File: src/rtl/core/apc_pkg.sv
`timescale 1ns / 1ps
// ----------------------------------------------------------------------------
// apc_pkg
// Shared types, codes and constants of the axis positioner controller.
// ----------------------------------------------------------------------------
package apc_pkg;

   localparam int POS_WIDTH_DEFAULT = 32;
   localparam int SPD_WIDTH         = 16;
   localparam int SD_WIDTH          = 24;
   localparam int PROD_WIDTH        = SD_WIDTH + SPD_WIDTH;
   localparam int CSR_IDX_WIDTH     = 3;
   localparam int CSR_DATA_WIDTH    = 32;

   localparam logic [15:0] BAND_RESET        = 16'd10;
   localparam logic [31:0] LIMIT_MIN_RESET   = -32'sd100000;
   localparam logic [31:0] LIMIT_MAX_RESET   = 32'sd100000;
   localparam logic [15:0] HOME_SPEED_RESET  = 16'd100;
   localparam logic [31:0] HOME_OFFSET_RESET = 32'd0;
   localparam logic [15:0] FLOOR_RESET       = 16'd5;
   localparam logic [23:0] SLOWDOWN_RESET    = 24'd1000;

   typedef enum logic [3:0] {
      ACT_ENABLE  = 4'd0,
      ACT_DISABLE = 4'd1,
      ACT_HOME    = 4'd2,
      ACT_MOVE    = 4'd3,
      ACT_STOP    = 4'd4,
      ACT_JOG_FWD = 4'd5,
      ACT_JOG_BCK = 4'd6,
      ACT_TICK    = 4'd7,
      ACT_PULSES  = 4'd8
   } action_type;

   typedef enum logic [3:0] {
      ST_IDLE     = 4'd0,
      ST_INPOS    = 4'd1,
      ST_NOTINPOS = 4'd2,
      ST_MOVING   = 4'd3,
      ST_HOMING   = 4'd4,
      ST_JOGF     = 4'd5,
      ST_JOGB     = 4'd6,
      ST_LIMIT    = 4'd7,
      ST_NOREF    = 4'd8
   } status_type;

   typedef enum logic [1:0] {
      MODE_NONE = 2'd0,
      MODE_HOME = 2'd1,
      MODE_POS  = 2'd2,
      MODE_JOG  = 2'd3
   } mode_type;

   typedef enum logic [1:0] {
      MA_NONE  = 2'd0,
      MA_FWD   = 2'd1,
      MA_BACK  = 2'd2,
      MA_BRAKE = 2'd3
   } motor_type;

   typedef enum logic [1:0] {
      PA_NONE    = 2'd0,
      PA_ENABLE  = 2'd1,
      PA_DISABLE = 2'd2
   } power_type;

   typedef enum logic [2:0] {
      CSR_BAND       = 3'd0,
      CSR_LIMIT_MIN  = 3'd1,
      CSR_LIMIT_MAX  = 3'd2,
      CSR_HOME_SPEED = 3'd3,
      CSR_HOME_OFS   = 3'd4,
      CSR_FLOOR      = 3'd5,
      CSR_SLOWDOWN   = 3'd6,
      CSR_HOME_REV   = 3'd7
   } csr_index_type;

   typedef enum logic [2:0] {
      FSM_IDLE,
      FSM_EVAL,
      FSM_DECIDE,
      FSM_DIV,
      FSM_COMMIT
   } fsm_state_type;

   typedef struct packed {
      logic load;
      logic eval;
      logic div_start;
      logic commit;
   } dp_cmd_type;

   typedef struct packed {
      logic need_div;
      logic div_done;
      logic out_free;
   } dp_sts_type;

endpackage

File: src/rtl/core/axis_positioner_controller_unit.sv
// Sequence: an accepted request is captured, evaluated and then committed to the
//   result register; a positioning tick inside the slowdown distance runs the serial divide first.
// A new request is taken only once the previous one has been committed; a result
//   held by rsp_stall holds the next commit until it is taken.
// Reset: synchronous, active high; clears axis state, the sequencer and the
//   result valid flag and loads the register defaults.
`timescale 1ns / 1ps
`default_nettype none
// ----------------------------------------------------------------------------
// axis_positioner_controller_unit
// Single-axis positioner: commands, scan ticks and encoder pulses in, one
// status result per request out.
// ----------------------------------------------------------------------------
module axis_positioner_controller_unit #(
   parameter int POS_WIDTH = apc_pkg::POS_WIDTH_DEFAULT
) (
   input  wire logic               clock,
   input  wire logic               reset,
   // configuration writes
   input  wire logic               csr_wr_en,
   input  wire logic [2:0]         csr_index,
   input  wire logic [31:0]        csr_wdata,
   // request channel
   input  wire logic               req_valid,
   output logic                    req_stall,
   input  wire logic [3:0]         req_action,
   input  wire logic signed [31:0] req_goal_position,
   input  wire logic [15:0]        req_requested_speed,
   input  wire logic [15:0]        req_pulse_count,
   input  wire logic               req_home_switch,
   // result channel
   output logic                    rsp_valid,
   input  wire logic               rsp_stall,
   output logic [3:0]              rsp_status_code,
   output logic [1:0]              rsp_motor_action,
   output logic [1:0]              rsp_power_action,
   output logic                    rsp_speed_valid,
   output logic signed [31:0]      rsp_speed_command,
   output logic signed [31:0]      rsp_current_position,
   output logic                    rsp_moving_backward
);
   // Commands flow from the sequencer, status flows back; the datapath owns
   // all axis state and the result register, so a finished result can wait
   // for the consumer while the next request is already being worked on.
   apc_pkg::dp_cmd_type cmd;
   apc_pkg::dp_sts_type sts;

   apc_ctrl u_ctrl (
      .clock    (clock),
      .reset    (reset),
      .req_valid(req_valid),
      .req_stall(req_stall),
      .sts      (sts),
      .cmd      (cmd)
   );

   apc_dp #(
      .POS_WIDTH(POS_WIDTH)
   ) u_dp (
      .clock               (clock),
      .reset               (reset),
      .cmd                 (cmd),
      .sts                 (sts),
      .csr_wr_en           (csr_wr_en),
      .csr_index           (csr_index),
      .csr_wdata           (csr_wdata),
      .req_action          (req_action),
      .req_goal_position   (req_goal_position),
      .req_requested_speed (req_requested_speed),
      .req_pulse_count     (req_pulse_count),
      .req_home_switch     (req_home_switch),
      .rsp_valid           (rsp_valid),
      .rsp_stall           (rsp_stall),
      .rsp_status_code     (rsp_status_code),
      .rsp_motor_action    (rsp_motor_action),
      .rsp_power_action    (rsp_power_action),
      .rsp_speed_valid     (rsp_speed_valid),
      .rsp_speed_command   (rsp_speed_command),
      .rsp_current_position(rsp_current_position),
      .rsp_moving_backward (rsp_moving_backward)
   );

`ifndef SYNTH
   // an accepted request keeps the input closed while it is in work
   a_busy_after_accept: assert property (@(posedge clock) disable iff (reset)
      (req_valid && !req_stall) |=> req_stall)
      else $error("request accepted while previous one in work");

   // a disable always reports the idle status
   a_disable_idle: assert property (@(posedge clock) disable iff (reset)
      (rsp_valid && rsp_power_action == apc_pkg::PA_DISABLE)
      |-> (rsp_status_code == apc_pkg::ST_IDLE))
      else $error("disable result without idle status");

   // an enable leaves the axis in one of the enabled rest states
   a_enable_state: assert property (@(posedge clock) disable iff (reset)
      (rsp_valid && rsp_power_action == apc_pkg::PA_ENABLE)
      |-> (rsp_status_code == apc_pkg::ST_NOREF || rsp_status_code == apc_pkg::ST_INPOS
           || rsp_status_code == apc_pkg::ST_NOTINPOS))
      else $error("enable result with unexpected status");
`endif

endmodule
`default_nettype wire

File: src/rtl/core/apc_div.sv
`timescale 1ns / 1ps
`default_nettype none
// ----------------------------------------------------------------------------
// apc_div
// Restoring unsigned divider, one quotient bit per cycle.
// ----------------------------------------------------------------------------
module apc_div #(
   parameter int NUM_W = apc_pkg::PROD_WIDTH,
   parameter int DEN_W = apc_pkg::SD_WIDTH
) (
   input  wire logic             clock,
   input  wire logic             reset,
   input  wire logic             start,
   input  wire logic [NUM_W-1:0] dividend,
   input  wire logic [DEN_W-1:0] divisor,
   output logic      [NUM_W-1:0] quotient,
   output logic                  done
);
   localparam int CW = $clog2(NUM_W + 1);

   logic [DEN_W:0]   rem_ff,  rem_in;
   logic [NUM_W-1:0] quo_ff,  quo_in;
   logic [DEN_W-1:0] den_ff,  den_in;
   logic [CW-1:0]    cnt_ff,  cnt_in;
   logic             busy_ff, busy_in;
   logic             done_ff, done_in;
   logic [DEN_W:0]   shifted;
   logic [DEN_W+1:0] trial;

   always_comb begin
      shifted = {rem_ff[DEN_W-1:0], quo_ff[NUM_W-1]};
      trial   = {1'b0, shifted} - {2'b00, den_ff};
      rem_in  = rem_ff;
      quo_in  = quo_ff;
      den_in  = den_ff;
      cnt_in  = cnt_ff;
      busy_in = busy_ff;
      done_in = 1'b0;
      if (start) begin
         rem_in  = '0;
         quo_in  = dividend;
         den_in  = divisor;
         cnt_in  = '0;
         busy_in = 1'b1;
      end else if (busy_ff) begin
         // shift in one dividend bit, subtract when it fits
         if (trial[DEN_W+1]) begin
            rem_in = shifted;
            quo_in = {quo_ff[NUM_W-2:0], 1'b0};
         end else begin
            rem_in = trial[DEN_W:0];
            quo_in = {quo_ff[NUM_W-2:0], 1'b1};
         end
         cnt_in = cnt_ff + CW'(1);
         if (cnt_ff == CW'(NUM_W - 1)) begin
            busy_in = 1'b0;
            done_in = 1'b1;
         end
      end
   end

   always_ff @(posedge clock) begin
      rem_ff <= rem_in;
      quo_ff <= quo_in;
      den_ff <= den_in;
      cnt_ff <= cnt_in;
      if (reset) begin
         busy_ff <= 1'b0;
         done_ff <= 1'b0;
      end else begin
         busy_ff <= busy_in;
         done_ff <= done_in;
      end
   end

   assign quotient = quo_ff;
   assign done     = done_ff;

endmodule
`default_nettype wire

File: src/rtl/core/apc_ctrl.sv
`timescale 1ns / 1ps
`default_nettype none
// ----------------------------------------------------------------------------
// apc_ctrl
// Sequencer: take a request, evaluate, divide when needed, commit.
// ----------------------------------------------------------------------------
module apc_ctrl (
   input  wire logic                clock,
   input  wire logic                reset,
   input  wire logic                req_valid,
   output logic                     req_stall,
   input  wire apc_pkg::dp_sts_type sts,
   output apc_pkg::dp_cmd_type      cmd
);
   apc_pkg::fsm_state_type state_ff, state_in;

   always_comb begin
      state_in = state_ff;
      unique case (state_ff)
         apc_pkg::FSM_IDLE:   if (req_valid) state_in = apc_pkg::FSM_EVAL;
         apc_pkg::FSM_EVAL:   state_in = apc_pkg::FSM_DECIDE;
         apc_pkg::FSM_DECIDE: state_in = sts.need_div ? apc_pkg::FSM_DIV
                                                      : apc_pkg::FSM_COMMIT;
         apc_pkg::FSM_DIV:    if (sts.div_done) state_in = apc_pkg::FSM_COMMIT;
         apc_pkg::FSM_COMMIT: if (sts.out_free) state_in = apc_pkg::FSM_IDLE;
         default:             state_in = apc_pkg::FSM_IDLE;
      endcase
   end

   always_comb begin
      req_stall     = (state_ff != apc_pkg::FSM_IDLE);
      cmd.load      = (state_ff == apc_pkg::FSM_IDLE) && req_valid;
      cmd.eval      = (state_ff == apc_pkg::FSM_EVAL);
      cmd.div_start = (state_ff == apc_pkg::FSM_DECIDE) && sts.need_div;
      cmd.commit    = (state_ff == apc_pkg::FSM_COMMIT) && sts.out_free;
   end

   always_ff @(posedge clock) begin
      if (reset) begin
         state_ff <= apc_pkg::FSM_IDLE;
      end else begin
         state_ff <= state_in;
      end
   end

endmodule
`default_nettype wire

File: src/rtl/core/apc_dp.sv
`timescale 1ns / 1ps
`default_nettype none
// ----------------------------------------------------------------------------
// apc_dp
// Axis state, configuration registers, step arithmetic and result register.
// ----------------------------------------------------------------------------
module apc_dp #(
   parameter int POS_WIDTH = apc_pkg::POS_WIDTH_DEFAULT
) (
   input  wire logic                clock,
   input  wire logic                reset,
   input  wire apc_pkg::dp_cmd_type cmd,
   output apc_pkg::dp_sts_type      sts,
   input  wire logic                csr_wr_en,
   input  wire logic [2:0]          csr_index,
   input  wire logic [31:0]         csr_wdata,
   input  wire logic [3:0]          req_action,
   input  wire logic signed [31:0]  req_goal_position,
   input  wire logic [15:0]         req_requested_speed,
   input  wire logic [15:0]         req_pulse_count,
   input  wire logic                req_home_switch,
   output logic                     rsp_valid,
   input  wire logic                rsp_stall,
   output logic [3:0]               rsp_status_code,
   output logic [1:0]               rsp_motor_action,
   output logic [1:0]               rsp_power_action,
   output logic                     rsp_speed_valid,
   output logic signed [31:0]       rsp_speed_command,
   output logic signed [31:0]       rsp_current_position,
   output logic                     rsp_moving_backward
);
   localparam int PW = POS_WIDTH;
   localparam int EW = ((PW > 32) ? PW : 32) + 2;
   localparam int DW = EW + 2;
   localparam logic signed [DW-1:0] DMAX = DW'(32'sh7fffffff);
   localparam logic signed [DW-1:0] DMIN = DW'(-32'sh7fffffff - 32'sd1);

   // configuration
   logic [15:0]        band_ff;
   logic signed [31:0] lim_min_ff, lim_max_ff, home_ofs_ff;
   logic [15:0]        home_spd_ff, floor_ff;
   logic [23:0]        sd_ff;
   logic               home_rev_ff;

   // axis state
   logic signed [PW-1:0] axis_ff, axis_in, last_ff, last_in, tgt_ff, tgt_in;
   logic [15:0]          tspd_ff, tspd_in;
   logic signed [31:0]   drive_ff, drive_in;
   apc_pkg::status_type  stat_ff, stat_in;
   apc_pkg::mode_type    mode_ff, mode_in;
   logic                 bwd_ff, bwd_in, ref_ff, ref_in;

   // captured request
   logic [3:0]         act_ff;
   logic signed [31:0] goal_ff;
   logic [15:0]        spd_ff, cnt_ff;
   logic               sw_ff;

   // evaluated terms
   logic signed [EW-1:0] tdiff_ff, rem_ff, meas_ff, mdiff_ff, mrem_ff, hrem_ff;
   logic signed [PW-1:0] hpos_ff, npos_ff, mgoal_ff;
   logic signed [EW-1:0] tdiff_c, mdiff_c, hneg_c, meas_c;
   logic signed [PW-1:0] npos_c;

   // result register
   logic                 rv_ff, rv_in;
   logic [3:0]           o_stat_ff;
   logic [1:0]           o_motor_ff, o_power_ff;
   logic                 o_sv_ff;
   logic signed [31:0]   o_drive_ff, o_pos_ff;
   logic                 o_bwd_ff;

   // divider
   logic [apc_pkg::PROD_WIDTH-1:0] prod, quo;
   logic                           div_done;

   logic signed [EW-1:0] half_e;

   function automatic logic signed [EW-1:0] absv(input logic signed [EW-1:0] v);
      return v[EW-1] ? -v : v;
   endfunction

   assign half_e = EW'({1'b0, band_ff[15:1]});

   // ---------------------------------------------------------------- eval
   always_comb begin
      tdiff_c = EW'(tgt_ff) - EW'(axis_ff);
      mdiff_c = EW'(PW'(goal_ff)) - EW'(axis_ff);
      hneg_c  = -EW'(home_ofs_ff);
      meas_c  = EW'(axis_ff) - EW'(last_ff);
      if (bwd_ff) npos_c = PW'(EW'(axis_ff) - EW'({1'b0, cnt_ff}));
      else        npos_c = PW'(EW'(axis_ff) + EW'({1'b0, cnt_ff}));
   end

   always_ff @(posedge clock) begin
      if (cmd.load) begin
         act_ff  <= req_action;
         goal_ff <= req_goal_position;
         spd_ff  <= req_requested_speed;
         cnt_ff  <= req_pulse_count;
         sw_ff   <= req_home_switch;
      end
      if (cmd.eval) begin
         tdiff_ff <= tdiff_c;
         rem_ff   <= absv(tdiff_c);
         meas_ff  <= absv(meas_c);
         mdiff_ff <= mdiff_c;
         mrem_ff  <= absv(mdiff_c);
         mgoal_ff <= PW'(goal_ff);
         hpos_ff  <= PW'(hneg_c);
         hrem_ff  <= absv(EW'(PW'(hneg_c)));
         npos_ff  <= npos_c;
      end
   end

   assign sts.need_div = (act_ff == apc_pkg::ACT_TICK) && (mode_ff == apc_pkg::MODE_POS)
                         && (rem_ff > half_e) && (rem_ff <= EW'({1'b0, sd_ff}));
   assign sts.div_done = div_done;
   assign sts.out_free = !rv_ff || !rsp_stall;

   assign prod = apc_pkg::PROD_WIDTH'(rem_ff[apc_pkg::SD_WIDTH-1:0]) *
                 apc_pkg::PROD_WIDTH'(tspd_ff);

   apc_div #(
      .NUM_W(apc_pkg::PROD_WIDTH),
      .DEN_W(apc_pkg::SD_WIDTH)
   ) u_div (
      .clock   (clock),
      .reset   (reset),
      .start   (cmd.div_start),
      .dividend(prod),
      .divisor (sd_ff),
      .quotient(quo),
      .done    (div_done)
   );

   // ---------------------------------------------------------------- commit
   logic signed [EW-1:0] cmd_e, npos_e, axis_e, nrem;
   logic signed [DW-1:0] dsum;
   logic                 add_en, jog_ok, jog_fwd;
   apc_pkg::motor_type   motor;
   apc_pkg::power_type   power;

   always_comb begin
      axis_in  = axis_ff;
      last_in  = last_ff;
      tgt_in   = tgt_ff;
      tspd_in  = tspd_ff;
      drive_in = drive_ff;
      stat_in  = stat_ff;
      mode_in  = mode_ff;
      bwd_in   = bwd_ff;
      ref_in   = ref_ff;
      motor    = apc_pkg::MA_NONE;
      power    = apc_pkg::PA_NONE;
      add_en   = 1'b0;
      cmd_e    = EW'({1'b0, tspd_ff});
      axis_e   = EW'(axis_ff);
      npos_e   = EW'(npos_ff);
      nrem     = absv(EW'(tgt_ff) - npos_e);
      jog_fwd  = (act_ff == apc_pkg::ACT_JOG_FWD);
      jog_ok   = (stat_ff == apc_pkg::ST_NOTINPOS) || (stat_ff == apc_pkg::ST_INPOS)
                 || (stat_ff == apc_pkg::ST_MOVING);
      if (stat_ff == apc_pkg::ST_LIMIT) begin
         jog_ok = jog_fwd ? (axis_e < EW'(lim_max_ff)) : (axis_e > EW'(lim_min_ff));
      end

      unique case (act_ff)
         apc_pkg::ACT_ENABLE: begin
            if (stat_ff == apc_pkg::ST_IDLE) begin
               if (!ref_ff)             stat_in = apc_pkg::ST_NOREF;
               else if (rem_ff <= half_e) stat_in = apc_pkg::ST_INPOS;
               else                     stat_in = apc_pkg::ST_NOTINPOS;
               power = apc_pkg::PA_ENABLE;
            end
         end
         apc_pkg::ACT_DISABLE: begin
            stat_in = apc_pkg::ST_IDLE;
            power   = apc_pkg::PA_DISABLE;
         end
         apc_pkg::ACT_HOME: begin
            if (stat_ff != apc_pkg::ST_IDLE && stat_ff != apc_pkg::ST_MOVING
                && stat_ff != apc_pkg::ST_HOMING) begin
               motor    = home_rev_ff ? apc_pkg::MA_BACK : apc_pkg::MA_FWD;
               bwd_in   = home_rev_ff;
               tspd_in  = home_spd_ff;
               stat_in  = apc_pkg::ST_HOMING;
               drive_in = '0;
               mode_in  = apc_pkg::MODE_HOME;
            end
         end
         apc_pkg::ACT_MOVE: begin
            if (jog_ok && stat_ff != apc_pkg::ST_LIMIT) begin
               tgt_in = mgoal_ff;
               if (mrem_ff < half_e) begin
                  stat_in = apc_pkg::ST_INPOS;
               end else begin
                  drive_in = '0;
                  motor    = (mdiff_ff > 0) ? apc_pkg::MA_FWD : apc_pkg::MA_BACK;
                  bwd_in   = !(mdiff_ff > 0);
                  stat_in  = apc_pkg::ST_MOVING;
                  tspd_in  = spd_ff;
                  mode_in  = apc_pkg::MODE_POS;
               end
            end
         end
         apc_pkg::ACT_STOP: begin
            motor  = apc_pkg::MA_BRAKE;
            tgt_in = axis_ff;
            if (stat_ff == apc_pkg::ST_JOGF || stat_ff == apc_pkg::ST_JOGB)
               stat_in = apc_pkg::ST_INPOS;
         end
         apc_pkg::ACT_JOG_FWD, apc_pkg::ACT_JOG_BCK: begin
            if (axis_e <= EW'(lim_max_ff) && jog_ok) begin
               tgt_in   = axis_ff;
               tspd_in  = spd_ff;
               drive_in = '0;
               motor    = jog_fwd ? apc_pkg::MA_FWD : apc_pkg::MA_BACK;
               bwd_in   = !jog_fwd;
               stat_in  = jog_fwd ? apc_pkg::ST_JOGF : apc_pkg::ST_JOGB;
            end
            mode_in = apc_pkg::MODE_JOG;
         end
         apc_pkg::ACT_TICK: begin
            unique case (mode_ff)
               apc_pkg::MODE_HOME: begin
                  if (sw_ff) begin
                     // home switch: rebase position, then return to zero
                     motor   = apc_pkg::MA_BRAKE;
                     axis_in = hpos_ff;
                     last_in = hpos_ff;
                     ref_in  = 1'b1;
                     tgt_in  = '0;
                     if (hrem_ff < half_e) begin
                        stat_in = apc_pkg::ST_INPOS;
                     end else begin
                        drive_in = '0;
                        motor    = hpos_ff[PW-1] ? apc_pkg::MA_FWD : apc_pkg::MA_BACK;
                        bwd_in   = !hpos_ff[PW-1];
                        stat_in  = apc_pkg::ST_MOVING;
                        tspd_in  = home_spd_ff;
                        mode_in  = apc_pkg::MODE_POS;
                     end
                  end else begin
                     add_en = 1'b1;
                  end
               end
               apc_pkg::MODE_POS: begin
                  if (rem_ff <= half_e) begin
                     stat_in = apc_pkg::ST_INPOS;
                  end else begin
                     motor  = (tdiff_ff > 0) ? apc_pkg::MA_FWD : apc_pkg::MA_BACK;
                     bwd_in = !(tdiff_ff > 0);
                     if (rem_ff <= EW'({1'b0, sd_ff}))
                        cmd_e = EW'({1'b0, quo[apc_pkg::SPD_WIDTH-1:0]});
                     if (cmd_e < EW'({1'b0, floor_ff}))
                        cmd_e = EW'({1'b0, floor_ff});
                     add_en  = 1'b1;
                     stat_in = apc_pkg::ST_MOVING;
                  end
               end
               apc_pkg::MODE_JOG:  add_en = 1'b1;
               default:            ;
            endcase
         end
         apc_pkg::ACT_PULSES: begin
            if (stat_ff != apc_pkg::ST_HOMING) begin
               axis_in = npos_ff;
               if (bwd_ff ? (npos_e < EW'(lim_min_ff)) : (npos_e > EW'(lim_max_ff))) begin
                  motor   = apc_pkg::MA_BRAKE;
                  stat_in = apc_pkg::ST_LIMIT;
               end
               if (nrem <= half_e) motor = apc_pkg::MA_BRAKE;
            end
         end
         default: ;
      endcase

      // saturating integration of the speed error
      dsum = DW'(drive_ff) + DW'(cmd_e) - DW'(meas_ff);
      if (add_en) begin
         last_in = axis_ff;
         if (dsum > DMAX)      drive_in = 32'sh7fffffff;
         else if (dsum < DMIN) drive_in = DMIN[31:0];
         else                  drive_in = dsum[31:0];
      end
   end

   always_comb begin
      rv_in = rv_ff;
      if (cmd.commit)     rv_in = 1'b1;
      else if (!rsp_stall) rv_in = 1'b0;
   end

   always_ff @(posedge clock) begin
      if (reset) begin
         band_ff     <= apc_pkg::BAND_RESET;
         lim_min_ff  <= apc_pkg::LIMIT_MIN_RESET;
         lim_max_ff  <= apc_pkg::LIMIT_MAX_RESET;
         home_spd_ff <= apc_pkg::HOME_SPEED_RESET;
         home_ofs_ff <= apc_pkg::HOME_OFFSET_RESET;
         floor_ff    <= apc_pkg::FLOOR_RESET;
         sd_ff       <= apc_pkg::SLOWDOWN_RESET;
         home_rev_ff <= 1'b0;
      end else if (csr_wr_en) begin
         unique case (apc_pkg::csr_index_type'(csr_index))
            apc_pkg::CSR_BAND:       band_ff     <= csr_wdata[15:0];
            apc_pkg::CSR_LIMIT_MIN:  lim_min_ff  <= csr_wdata;
            apc_pkg::CSR_LIMIT_MAX:  lim_max_ff  <= csr_wdata;
            apc_pkg::CSR_HOME_SPEED: home_spd_ff <= csr_wdata[15:0];
            apc_pkg::CSR_HOME_OFS:   home_ofs_ff <= csr_wdata;
            apc_pkg::CSR_FLOOR:      floor_ff    <= csr_wdata[15:0];
            apc_pkg::CSR_SLOWDOWN:   sd_ff       <= csr_wdata[23:0];
            apc_pkg::CSR_HOME_REV:   home_rev_ff <= csr_wdata[0];
            default:                 ;
         endcase
      end
   end

   always_ff @(posedge clock) begin
      if (reset) begin
         axis_ff  <= '0;
         last_ff  <= '0;
         tgt_ff   <= '0;
         tspd_ff  <= apc_pkg::HOME_SPEED_RESET;
         drive_ff <= '0;
         stat_ff  <= apc_pkg::ST_IDLE;
         mode_ff  <= apc_pkg::MODE_NONE;
         bwd_ff   <= 1'b0;
         ref_ff   <= 1'b0;
         rv_ff    <= 1'b0;
      end else begin
         rv_ff <= rv_in;
         if (cmd.commit) begin
            axis_ff  <= axis_in;
            last_ff  <= last_in;
            tgt_ff   <= tgt_in;
            tspd_ff  <= tspd_in;
            drive_ff <= drive_in;
            stat_ff  <= stat_in;
            mode_ff  <= mode_in;
            bwd_ff   <= bwd_in;
            ref_ff   <= ref_in;
         end
      end
   end

   always_ff @(posedge clock) begin
      if (cmd.commit) begin
         o_stat_ff  <= stat_in;
         o_motor_ff <= motor;
         o_power_ff <= power;
         o_sv_ff    <= add_en;
         o_drive_ff <= drive_in;
         o_pos_ff   <= 32'(EW'(axis_in));
         o_bwd_ff   <= bwd_in;
      end
   end

   assign rsp_valid            = rv_ff;
   assign rsp_status_code      = o_stat_ff;
   assign rsp_motor_action     = o_motor_ff;
   assign rsp_power_action     = o_power_ff;
   assign rsp_speed_valid      = o_sv_ff;
   assign rsp_speed_command    = o_drive_ff;
   assign rsp_current_position = o_pos_ff;
   assign rsp_moving_backward  = o_bwd_ff;

endmodule
`default_nettype wire
File: config.mk
export PLATFORM = sky130hd
export DESIGN_NAME = axis_positioner_controller_unit
export DESIGN_NICKNAME = d
export VERILOG_FILES = /design/src/rtl/core/apc_pkg.sv /design/src/rtl/core/axis_positioner_controller_unit.sv /design/src/rtl/core/apc_div.sv /design/src/rtl/core/apc_ctrl.sv /design/src/rtl/core/apc_dp.sv
export SDC_FILE = /design/constraint.sdc
export NUM_CORES = 2
export LEC_CHECK = 0
export BUFFER_PORTS_ARGS = -buffer_cell sky130_fd_sc_hd__clkbuf_2
export CAP_MARGIN = 25
export CELL_PAD_IN_SITES_DETAIL_PLACEMENT = 0
export CELL_PAD_IN_SITES_GLOBAL_PLACEMENT = 1
export CORE_MARGIN = 2
export CORE_UTILIZATION = 45
export DETAILED_ROUTE_END_ITERATION = 10
export GPL_TIMING_DRIVEN = 0
export PLACE_DENSITY_LB_ADDON = 0.1
export SLEW_MARGIN = 0
export SYNTH_ARGS = -nofsm -noshare
export SYNTH_HDL_FRONTEND = slang
export SYNTH_SLANG_ARGS = --single-unit
File: constraint.sdc
create_clock -name clock -period 19.84 [get_ports clock]
set_input_delay 3.968 -clock clock [delete_from_list [all_inputs] [get_ports clock]]
set_output_delay 3.968 -clock clock [all_outputs]
set_load 0.005 [all_outputs]
Word level (Yosys, flattened, before mapping)
Index checks and enable logic that the tools add are counted.

Bits in registers: 862. Input port bits: 109. Output and inout bits: 76.

$add $sub $neg: 16. Multipliers: 1. Magnitude comparators: 16. Equal/unequal tests: 43. Multiplexer cells: 119. Bitwise gates (word level): 1. Reductions and logical operators: 48.

Operators with widths (number): $mux W32 (22); $mux W34 (8); $pmux W32 S4 (2); $sub A32 B32 Y33 (4); $mux W16 (8); $lt A34 B16 Y1 (3); $neg A33 Y34 (3); $mux W33 (3); $mux W40 (2); $le A34 B16 Y1 (2); $gt A33 B1 Y1 const B (2); $gt A32 B32 Y1 (2); $lt A32 B32 Y1 (2); $pmux W16 S4 (1); $pmux W32 S2 (1); $mux W2 (26); $mul A24 B16 Y40 (1); $gt A36 B32 Y1 const B (1); $lt A36 B32 Y1 const B (1); $mux W4 (9); $sub A35 B34 Y36 (1); $add A32 B34 Y35 (1); $gt A34 B16 Y1 (1); $le A34 B24 Y1 (1); 52 further kinds (137).

Longest topological paths before layout
Depth after elaboration: 16. Depth in mapped cells: 44. Depth with buffers taken out: 39.

Modules after synthesis
A second synthesis with hierarchy kept.

Cell total of the unflattened synthesis: 7110. Area, all modules: 65739.3 um2.

By module, submodules not included: apc_dp (instances 1, cells an instance 6632, area each 60377.9 um2); apc_div (instances 1, cells an instance 448, area each 5119.9 um2); apc_ctrl (instances 1, cells an instance 30, area each 241.5 um2).

Worst setup path before layout
OpenSTA, ideal clock, no wires.

Kind: register to register. Start point: reg u_ctrl.state_ff[2]. End point: reg u_dp.hpos_ff[0] (enable). Arrival time: 20449 ps. Required time: 18527 ps. Setup slack: -1922 ps. Cell stages (with the launch flop): 3. Buffers on the path: 1. Cells stage by stage: dfxtp_1 -> clkbuf_1 -> nor3_1.

Cells in the longest elaborated chain, start to end: 1.

Ends and longest elaborated chain: start, declared (RTL line apc_ctrl.sv:15) `apc_pkg::fsm_state_type state_ff, state_in;`; start signal, assigned (RTL line apc_ctrl.sv:40) `state_ff <= apc_pkg::FSM_IDLE;`; start signal, assigned (RTL line apc_ctrl.sv:42) `state_ff <= state_in;`; $eq A3 B1 Y1 (RTL line apc_ctrl.sv:33) `cmd.eval = (state_ff == apc_pkg::FSM_EVAL);`; end signal, assigned (RTL line apc_dp.sv:110) `hpos_ff <= PW'(hneg_c);`; end, declared (RTL line apc_dp.sv:61) `logic signed [PW-1:0] hpos_ff, npos_ff, mgoal_ff;`.

No other way between the ends. A chain may end at the register's enable or synchronous reset.

Worst setup path after layout
Start point: reg u_dp.rem_ff[0]. End point: reg u_dp.o_drive_ff[11], in the netlist u_dp.rsp_speed_command[11] (data pin).

Cells in the longest elaborated chain, start to end: 16. Elaborated cells between the ends (all ways): 21. Classes of those cells: 2 x add/sub; 5 x order compare; 14 x mux.

Ends and longest elaborated chain: start, declared (RTL line apc_dp.sv:60) `logic signed [EW-1:0] tdiff_ff, rem_ff, meas_ff, mdiff_ff, mrem_ff, hrem_ff;`; start signal, assigned (RTL line apc_dp.sv:105) `rem_ff <= absv(tdiff_c);`; $le A34 B24 Y1 (RTL line apc_dp.sv:254) `if (rem_ff <= EW'({1'b0, sd_ff}))`; $mux W16 (RTL line apc_dp.sv:254); $mux W34 (RTL line apc_dp.sv:249) `if (rem_ff <= half_e) begin`; $mux W34 (RTL line apc_dp.sv:225) `unique case (mode_ff)`; $mux W34 (RTL line apc_dp.sv:168) `unique case (act_ff)`; $lt A34 B16 Y1 (RTL line apc_dp.sv:256) `if (cmd_e < EW'({1'b0, floor_ff}))`; $mux W34 (RTL line apc_dp.sv:256); $mux W34 (RTL line apc_dp.sv:249); $mux W34 (RTL line apc_dp.sv:225); $mux W34 (RTL line apc_dp.sv:168); $add A32 B34 Y35 (RTL line apc_dp.sv:280) `dsum = DW'(drive_ff) + DW'(cmd_e) - DW'(meas_ff);`; $sub A35 B34 Y36 (RTL line apc_dp.sv:280); $lt A36 B32 Y1 (RTL line apc_dp.sv:284) `else if (dsum < DMIN) drive_in = DMIN[31:0];`; $mux W32 (RTL line apc_dp.sv:284); $mux W32 (RTL line apc_dp.sv:283) `if (dsum > DMAX) drive_in = 32'sh7fffffff;`; $mux W32 * (RTL line apc_dp.sv:281) `if (add_en) begin`; named net u_dp.drive_in[11] (RTL line apc_dp.sv:48) `logic signed [31:0] drive_ff, drive_in;`; end signal, assigned (RTL line apc_dp.sv:354) `o_drive_ff <= drive_in;`; end, declared (RTL line apc_dp.sv:70) `logic signed [31:0] o_drive_ff, o_pos_ff;`.

The timed path passes the listed nets; every way through them passes the cells marked *. The select of a mux whose other input is x is not followed.

==> results.md <==
* Period Utilization, post-route at 0.595
* CTS Root Cell: clkbuf_16
* Netlist cell types at 112
* DR vias/cell at about 5.8
* Via count at 54700
* Clock sinks at 858
* Initial core utilization at 0.454
* DP Wirelength at ~200000 um
* Post-synth top area cell: edfxtp_1
* Achievable Freq at 84.7 MHz
* Max cap viols at 0
* Delay-heaviest family, CP: compound AO/OA/AOI/OAI gates
* Kind of critical path: reg -> reg
* Crit path largest cell delay at 630 ps
* Syn Inst Count at 7127
* Synth top area cells: edfxtp_1 (23%), ha_1 (11%), dfxtp_1 (11%)
* Met1 usage in global routing at 0.428
* Clk Latency, worst-skew pair at 750 ps
* Largest net degree at the start of global routing at between 40 and 50
* Critical path's most frequent cell: a21oi_1
* DRC Markers at 0
* RSZ-0062 raised after global routing: false
* Synth Area in XOR/XNOR at 0.0524
* Global Route Usage Sum at 0.328
* Place WS at 8220 ps
* Hold Path Class: reg -> reg
* Clock slew at reported path FFs at about 60 ps
* Area growth, synth to finish at 11.5%
* WL/cell at 25.9 um
* WP data required at 20270 ps
* WP buf/inv at 8
* Slew HR at 0.210
* Crit path time final at 11800 ps
* Setup TNS Final at 0 ps
* H-tree depth at 3
* Initial antenna violation count at 4
* Most numerous cell in the Yosys netlist: nand2_1
* Arrival @ worst endpoint at about 12000 ps
* # setup viols final at 0
* Core area at 144000 um2
* Fin. max-slew vios at 0
* Global route overflow at 0
* Synth Area per Inst at 9.15 um2
* Pre-antenna DRT Iters at 6
* Die W at 385 um
* Num CTS Buffers at 100
* Seq/Total Area, Yosys at 0.340
* Worst slew pin tran at 1170 ps
* Nets at 8484
* Clock tree buffer depth at 3
* Peak VDD IR at 0.0675 mV
* Status: finished, final reports clean
* Initial DRC Count at 4271
* Grt peak-use layer: met2
* Row count at approximately 140
* First-pass GRT wire length at 355000 um
* Vias in the first global route at 52700
* Synth Area in Compound Gates at 0.161
* Total power at 0.00520 W
* Met2 usage at 0.526
* Post-DRT Antenna Nets at 0
* Layout cell share with drive strength beyond 1 at 0.0690
* Cell Area, Synth at 65200 um2
* PortBufs at between 150 and 200
* Die Height at between 300 and 400 um
* Top FF cell, synth: edfxtp_1
* Asr flop ratio synth at 0
* Critical path fanouts, max at 10
* CTS tree: done
* Ys Warns at 0
* Clock Skew at 76.7 ps
* Leakage at between 30 and 40 nW
* Post-synth EDFFs at roughly 500
* Post-CTS sizing at 0
* Critical Path Source Type: register
* WL final at 245000 um
* # Post-CTS Setup Buffers at 0
* Pwr Density at 71.5 nW/um2
* Proportion of synthesized area in mux cells at 0.0127
* I/O pin total at 185
* Synth Area in Adders at 0.213
* Area of the die at 148000 um2
* Setup ws final at 8040 ps
* Hold Fails Final Rpt at 0
* CP max-delay cell: o41ai_2
* Simple-Gate Fraction of Synth Area at 0.162
* CP Capture Type: register
* Top cells by count, synth: nand2_1 (1009), inv_1 (714), ha_1 (585), a21oi_1 (519), edfxtp_1 (502)
* Area share of the leading cell type in the synthesized netlist at 0.231
* #FFs+latches synth at 858
* Hold Buf Count CTS at 0
* Met3 usage at 0.0407
* Largest family of logic cells by synthesized area: adder cells
* Placer Congestion at 0.987
power breakdown:
| group | internal [W] | switching, W | total (W) |
|---|---|---|---|
| Combinational | 0.000451 | 0.000761 | 0.00121 |
| Sequential | 0.00198 | 0.0000784 | 0.00206 |
| Clock | 0.00109 | 0.000830 | 0.00192 |
sequential cells by signal, summed over array words and instances (netlist names), 33 cells and up:
name / count
u_dp.u_div.quotient: 40
u_dp.meas_ff: 34
u_dp.mrem_ff: 34
u_dp.rem_ff: 34
u_dp.hrem_ff: 33
cell type report:
| class | count | area (um2) |
|---|---|---|
| sequential | 858 | 22200 |
| multi-input combinational | 5259 | 39200 |
| clock buffer | 127 | 2710 |
| inverter | 718 | 2700 |
| fill | 13700 | 71100 |
| tap | 1903 | 2380 |
| antenna | 1 | 2.50 |
| buffer | 296 | 1160 |
| timing repair buffer | 229 | 1680 |
| clock inverter | 62 | 678 |
logic make-up (layout without fill, tap and decap cells):
| family | Yosys count | count (layout) |
|---|---|---|
| muxes | 80 | 80 |
| AOI/OAI and AO/OA | 1612 | 1612 |
| and+or+nand+nor | 2259 | 2259 |
| other | 1 | 6 |
| DFF | 858 | 858 |
| xor gates and xnor gates | 390 | 390 |
| buffers and inverters | 1014 | 1432 |
| adders and majority gates | 913 | 913 |
cell usage in the layout (no fill, tap or decap), types with 117 or more instances in the layout:
master    Yosys  layout
and2_1      141     141
clkbuf_2      0     183
a21o_1      168     168
xnor2_1     254     254
nor2_1      424     423
o21ai_0     266     264
ha_1        585     585
a21oi_1     519     519
nor3_1      118     117
edfxtp_1    502     502
xor2_1      136     136
dfxtp_1     356     356
nand2_1    1009    1009
inv_1       714     714
fa_1        328     328
clkbuf_1    251     270
layer usage:
metal / vias up / wire, um
met1: 26700 / 104000
met2: 1925 / 110000
li1: 25500 / -
met5: - / 0
met4: 0 / 16900
met3: 530 / 14300
worst paths after layout:
path                     from                         end  slack, ps  cells past startpoint
max            u_dp.rem_ff[0]  u_dp.rsp_speed_command[11]       8040                     42
min          u_dp.band_ff[15]            u_dp.band_ff[15]        450                      2
max reg2reg    u_dp.rem_ff[0]  u_dp.rsp_speed_command[11]       8040                     42
min reg2reg  u_dp.band_ff[15]            u_dp.band_ff[15]        450                      2
through the flow:
step,instance area (um2),std cells,utilization,hold WS (ps)
finish,72700,9453,0.506,455
global route,72700,9452,0.506,474
CTS,72700,9445,0.505,455
detailed placement,69300,9256,0.482,445
global placement,68600,9216,0.477,441
floorplan,65300,7131,-,426
worst reg2reg max path, delay by kind of cell, from the launching register on:
kind	cells	cell delay, ps
adder cells (fa/ha/maj)	4	1410
AO/OA/AOI/OAI	21	4760
AND/OR/NAND/NOR	6	1510
XOR/XNOR	1	180
buffers and inverters	8	2410
multiplexers	2	660
flip-flops	1	610
Power figures use the tool's default switching activity.
